File: config.mk
export PLATFORM = sky130hd
export DESIGN_NAME = ncm_mixer
export DESIGN_NICKNAME = d
export VERILOG_FILES = /design/src/rtl/ncm_pkg.sv /design/src/rtl/ncm_mixer.sv
export VERILOG_INCLUDE_DIRS = /design/src /design/src/rtl
export SDC_FILE = /design/constraint.sdc
export NUM_CORES = 2
export LEC_CHECK = 0
export ABC_AREA = 1
export BUFFER_PORTS_ARGS = -buffer_cell sky130_fd_sc_hd__buf_2
export CORE_MARGIN = 4
export CORE_UTILIZATION = 45
export DETAILED_ROUTE_END_ITERATION = 10
export PLACE_DENSITY_LB_ADDON = 0.15
export SYNTH_ARGS = -nofsm -noshare
export SYNTH_HDL_FRONTEND = slang
export SYNTH_SLANG_ARGS = --single-unit
File: constraint.sdc
create_clock -name clock -period 15.25 [get_ports clock]
set_clock_uncertainty 0.05 [all_clocks]
set_input_delay 3.05 -clock clock [delete_from_list [all_inputs] [get_ports clock]]
set_output_delay 3.05 -clock clock [all_outputs]
set_load 0.03 [all_outputs]
File: src/rtl/nco_complex_mixer_assert.svh
// Assertion macros shared by the mixer RTL.
// Define ASSERT_OFF to compile them out.
`ifndef NCO_COMPLEX_MIXER_ASSERT_SVH
`define NCO_COMPLEX_MIXER_ASSERT_SVH

`ifndef ASSERT_OFF

// Same-cycle implication, disabled during reset
`define NCM_ASSERT_IMP(lbl, clk, rst, ante, cons, msg) \
   lbl: assert property (@(posedge clk) disable iff (rst) (ante) |-> (cons)) \
      else $error(msg);

// Next-cycle implication, disabled during reset
`define NCM_ASSERT_NXT(lbl, clk, rst, ante, cons, msg) \
   lbl: assert property (@(posedge clk) disable iff (rst) (ante) |=> (cons)) \
      else $error(msg);

`else

`define NCM_ASSERT_IMP(lbl, clk, rst, ante, cons, msg)
`define NCM_ASSERT_NXT(lbl, clk, rst, ante, cons, msg)

`endif

`endif

File: src/rtl/ncm_pkg.sv
package ncm_pkg;

   // Default geometry
   localparam int SAMPLE_WIDTH_DEF    = 16;
   localparam int PHASE_WIDTH_DEF     = 32;
   localparam int TABLE_ADDR_BITS_DEF = 10;

   // Fixed formats
   localparam int STEP_W    = 32;  // phase step register
   localparam int TAB_VAL_W = 15;  // stored table magnitude 0..32767
   localparam int TAB_W     = 16;  // signed sine/cosine operand
   localparam int FRAC_BITS = 15;  // Q1.15 scaling of the table

   // Sine table generation: pi/2 in Q2.30 and Taylor term divisors (2k)(2k+1)
   localparam logic [63:0] HALF_PI_Q30 = 64'd1686629713;
   localparam logic [63:0] SERIES_DIV [12] = '{
      64'd6, 64'd20, 64'd42, 64'd72, 64'd110, 64'd156,
      64'd210, 64'd272, 64'd342, 64'd420, 64'd506, 64'd600
   };
   localparam logic [TAB_VAL_W-1:0] TAB_MAX = {TAB_VAL_W{1'b1}};

   typedef enum logic [1:0] {
      QUAD_I   = 2'd0,
      QUAD_II  = 2'd1,
      QUAD_III = 2'd2,
      QUAD_IV  = 2'd3
   } quad_type;

   // One quarter-wave entry, 32767*sin(idx*pi/2/2^addr_bits); evaluated at elaboration
   function automatic logic [TAB_VAL_W-1:0] sine_entry(input int unsigned idx,
                                                       input int unsigned addr_bits);
      logic [63:0]        x;
      logic [63:0]        x2;
      logic [63:0]        t;
      logic signed [63:0] s;
      logic [63:0]        e;
      x  = (64'(idx) * HALF_PI_Q30) >> addr_bits;
      x2 = (x * x) >> 30;
      t  = x;
      s  = signed'(x);
      for (int k = 0; k < 12; k++) begin
         t = ((t * x2) >> 30) / SERIES_DIV[k];
         if (k % 2 == 0) begin
            s = s - signed'(t);
         end else begin
            s = s + signed'(t);
         end
      end
      if (s < 0) begin
         s = '0;
      end
      e = (unsigned'(s) * 64'd32767 + (64'd1 << 29)) >> 30;
      if (e > 64'(TAB_MAX)) begin
         e = 64'(TAB_MAX);
      end
      return e[TAB_VAL_W-1:0];
   endfunction

endpackage

File: src/rtl/ncm_mixer.sv
`include "nco_complex_mixer_assert.svh"

module ncm_mixer
   import ncm_pkg::*;
#(
   parameter int SAMPLE_WIDTH = SAMPLE_WIDTH_DEF
) (
   input  logic                           clock,
   input  logic                           reset,
   input  logic                           s1_valid,
   input  quad_type                       s1_quad,
   input  logic signed [SAMPLE_WIDTH-1:0] s1_re,
   input  logic signed [SAMPLE_WIDTH-1:0] s1_im,
   input  logic [TAB_VAL_W-1:0]           tab_lo,
   input  logic [TAB_VAL_W-1:0]           tab_hi,
   output logic                           s1_take,
   output logic                           rsp_valid,
   input  logic                           rsp_ready,
   output logic signed [SAMPLE_WIDTH-1:0] out_re,
   output logic signed [SAMPLE_WIDTH-1:0] out_im
);

   localparam int PROD_W = SAMPLE_WIDTH + TAB_W;
   localparam int SUM_W  = PROD_W + 2;
   localparam int TOP_W  = SUM_W - FRAC_BITS - SAMPLE_WIDTH + 1;
   localparam logic signed [SUM_W-1:0] RND = SUM_W'(1) << (FRAC_BITS - 1);
   localparam logic signed [SAMPLE_WIDTH-1:0] SAT_MAX = {1'b0, {(SAMPLE_WIDTH-1){1'b1}}};
   localparam logic signed [SAMPLE_WIDTH-1:0] SAT_MIN = {1'b1, {(SAMPLE_WIDTH-1){1'b0}}};

   logic                     en2;
   logic                     en3;
   logic signed [TAB_W-1:0]  lo_s;
   logic signed [TAB_W-1:0]  hi_s;
   logic signed [TAB_W-1:0]  sin_val;
   logic signed [TAB_W-1:0]  cos_val;
   logic                     v2_ff;
   logic                     v3_ff;
   logic signed [PROD_W-1:0] p_rc_ff;
   logic signed [PROD_W-1:0] p_is_ff;
   logic signed [PROD_W-1:0] p_rs_ff;
   logic signed [PROD_W-1:0] p_ic_ff;
   logic signed [SUM_W-1:0]  sum_re;
   logic signed [SUM_W-1:0]  sum_im;
   logic signed [SAMPLE_WIDTH-1:0] out_re_ff;
   logic signed [SAMPLE_WIDTH-1:0] out_im_ff;

   // Drop the rounding fraction and clamp to the sample range
   function automatic logic signed [SAMPLE_WIDTH-1:0] round_sat(
      input logic signed [SUM_W-1:0] v);
      logic [TOP_W-1:0] top;
      top = v[SUM_W-1 -: TOP_W];
      if (&top || ~|top) begin
         return v[FRAC_BITS +: SAMPLE_WIDTH];
      end else if (v[SUM_W-1]) begin
         return SAT_MIN;
      end else begin
         return SAT_MAX;
      end
   endfunction

   // Stage advance: each stage moves when the one after it is empty or moving
   assign en3     = !v3_ff || rsp_ready;
   assign en2     = !v2_ff || en3;
   assign s1_take = en2;

   // Fold the quarter-wave entries into sine and cosine
   always_comb begin
      lo_s = signed'({1'b0, tab_lo});
      hi_s = signed'({1'b0, tab_hi});
      case (s1_quad)
         QUAD_I: begin
            sin_val = lo_s;
            cos_val = hi_s;
         end
         QUAD_II: begin
            sin_val = hi_s;
            cos_val = -lo_s;
         end
         QUAD_III: begin
            sin_val = -lo_s;
            cos_val = -hi_s;
         end
         QUAD_IV: begin
            sin_val = -hi_s;
            cos_val = lo_s;
         end
         default: begin
            sin_val = '0;
            cos_val = '0;
         end
      endcase
   end

   // Stage 2: four products
   always_ff @(posedge clock) begin
      if (reset) begin
         v2_ff <= 1'b0;
      end else if (en2) begin
         v2_ff <= s1_valid;
      end
   end

   always_ff @(posedge clock) begin
      if (en2 && s1_valid) begin
         p_rc_ff <= s1_re * cos_val;
         p_is_ff <= s1_im * sin_val;
         p_rs_ff <= s1_re * sin_val;
         p_ic_ff <= s1_im * cos_val;
      end
   end

   // Stage 3: combine, round, saturate into the output register
   assign sum_re = SUM_W'(p_rc_ff) - SUM_W'(p_is_ff) + RND;
   assign sum_im = SUM_W'(p_rs_ff) + SUM_W'(p_ic_ff) + RND;

   always_ff @(posedge clock) begin
      if (reset) begin
         v3_ff <= 1'b0;
      end else if (en3) begin
         v3_ff <= v2_ff;
      end
   end

   always_ff @(posedge clock) begin
      if (en3 && v2_ff) begin
         out_re_ff <= round_sat(sum_re);
         out_im_ff <= round_sat(sum_im);
      end
   end

   assign rsp_valid = v3_ff;
   assign out_re    = out_re_ff;
   assign out_im    = out_im_ff;

   `NCM_ASSERT_NXT(a_mix_hold_s2, clock, reset, v2_ff && v3_ff && !rsp_ready, v2_ff,
      "product stage lost a word under stall")
   `NCM_ASSERT_NXT(a_mix_s2_to_s3, clock, reset, v2_ff && en3, v3_ff,
      "product stage word did not reach the output register")

endmodule

==> flow_summary.toml <==
[run_status]
status = "completed"

[final_layout]
drive_gt1_share_pct = 4.952
multi_input_area_um2 = 38780
final_area_um2 = 52890
syn_to_final_growth_pct = 5.354
register_area_um2 = 4845
fin_nets = 7515
nFillCells = 10970

[flow_run]
maxCapViolations = 0

[cts]
cts.sinks = 162
insertion_delay_ns = 0.51
h-tree-depth = 4
cts_tree = "built"
cts_resized = 0
root_buffer = "clkbuf_16"
ctsHoldBuffers = 0
clockBufferDepth = 2
cts_buffers = 17
post-cts-setup-buffer-count = 0
path_clk_slew_ns = 0.07

[drt]
drtAntennaViolNets = 0
drt-vias-per-instance = 5.251
drc_errors = 0
drtIter0Drc = 2920
vias = 39100
wl_mm = 156.4
drt-wirelength-per-cell_um = 21.00
dr.pass1.iters = 6

[timing]
rsz0062_at_grt = "false"
maxSlewViolCount = 0
fin_crit_sh_pct = 73.65
fin_setup_tns_ns = 0
post-route-min-period_ns = 11.23
finalSetupViolations = 0
worst_slew_pin_slew_ns = 1.135
finalHoldViolCount = 0
fmax_ghz = 0.08904
max_slew_margin_pct = 24.26

[synth]
synth_top_area_share_pct = 41.79
ys.flop_type = "edfxtp_1"
yosys.area.top_type = "fa_1"
synth.most_common_cell = "inv_1"
synth_nets = 7519
seq_area_frac_synth_pct = 9.650
synthCells = 5949
avgSynthCellArea_um2 = 8.439
synth-warning-count = 0
yosysUniqueCellTypes = 56
ys_top_cells_by_count = "1505 x inv_1, 1048 x fa_1, 1029 x nand2_1, 586 x nor2_1, 454 x ha_1"
syn_area_um2 = 50200
ys_ff_latch = 162
synth_area_leaders = "fa_1 42%, ha_1 11%, inv_1 11%"
ys_async_sr_fraction_pct = 0
synth-edff-count = 160

[floorplan]
rows = 122
start_util_pct = 45.36
core_um2 = 110700
ios = 102
die_w_um = 342.0
die_area_um2 = 117000
die_h_um = 342.0

[placement]
io_buffers = 101
placed_area_um2 = 52270
dp_hpwl_mm = 126.8
place_congestion = 0.9371

[critical_path]
worstPathMaxFanout = 21
end_kind = "register"
worst-setup-path-type = "in -> reg"
rr_worst_depth = 13
required_ns = 15.54
cp_data_arrival_time_ns = 11.52
cp-start-kind = "primary input"

[min_path]
hp-class = "reg -> reg"
hold_depth = 2

[global_routing]
grt_pass1_wl_mm = 242.1
grt_antenna_before_repair = 12
gr-total-overflow = 0
grt_pass1_vias = 40150
grt_max_degree = 71
grt_usage_pct = 27.53
## final timing paths
check	endpoint	start	slack, ns
setup reg to reg	out_im[5]	p_ic_ff[25]	11.86
hold / removal	rsp_valid	rsp_valid	0.48
setup / recovery	p_ic_ff[28]	s1_quad[1]	4.02
hold reg to reg	rsp_valid	rsp_valid	0.48
## per-layer routing
metal,up-vias,global-route usage (%),wire [um]
li1,17640,-,-
met1,19600,39.25,67570
met2,1584,41.33,67600
met3,264,6.116,14500
met4,18,10.05,6577
met5,-,0,129
## state kept, by name (all words and copies together), names as in the netlist
register,count
p_rc_ff,32
p_is_ff,32
p_ic_ff,32
rsp_valid,1
p_rs_ff,32
out_im,16
v2_ff,1
out_re,16
## cell type report
cell class | instances | share of cell area (%)
clock inverter | 14 | 0.3620
clock buffer | 17 | 0.8043
multi-input combinational | 4061 | 73.33
inverter | 1534 | 10.89
tap | 1488 | 3.520
antenna | 2 | 0.009463
sequential | 162 | 9.160
timing repair buffer | 169 | 1.921
## layout by cell type, fill, tap and decap left out, drive strengths merged, types with 17 or more instances in the layout
cell type	Yosys	routed
xor2	111	111
a21o	26	26
ha	454	454
o21ai	109	109
clkinv	18	20
nand3	197	197
nand2	1039	1039
edfxtp	160	160
inv	1516	1523
fa	1048	1048
clkbuf	120	17
nor3	30	30
nor2	633	633
xnor2	77	77
a21oi	193	193
nand4	29	29
o21bai	26	26
buf	72	169
## critical path: stages
cell and delay [ns]:
buf_2 0.22, inv_1 0.23, nor2_2 0.60, inv_1 0.37, o22ai_1 0.20, a21oi_1 0.08, nand2_1 0.08, o21ai_1 0.10
buf_4 0.25, inv_1 0.84, nand2_1 0.27, fa_1 0.58, inv_1 0.07, fa_1 0.80, fa_1 0.53, fa_1 0.50
fa_1 0.49, inv_1 0.05, fa_1 0.47, inv_1 0.04, ha_1 0.38, a21oi_1 0.27, o21ai_0 0.15, a21oi_1 0.14
nand3_1 0.17, a21o_1 0.22, a21oi_1 0.15, xor2_1 0.20
## logic make-up after synthesis
kind of cell | count (synthesis) | share of synthesized area (%)
adder cells (fa/ha/maj) | 1502 | 53.11
XOR/XNOR | 188 | 3.280
flip-flops | 162 | 9.650
AND/OR/NAND/NOR | 1949 | 15.86
AO/OA/AOI/OAI | 422 | 4.895
buffers and inverters | 1726 | 13.21
## per-stage QoR
step                util, %  hold WS [ns]  worst slack (ns)  cells
finish                47.79        0.4775             4.019   7447
global route          47.79        0.5149             3.599   7445
CTS                   47.79        0.4806             4.226   7445
detailed placement    47.23        0.4722             3.703   7414
global placement      47.23        0.4623             3.757   7414
floorplan                 -        0.3948             5.771   5949
Power is left out: the tool's default activity adds up to more than one toggle a clock period on the data nets, which glitch-free logic cannot reach.
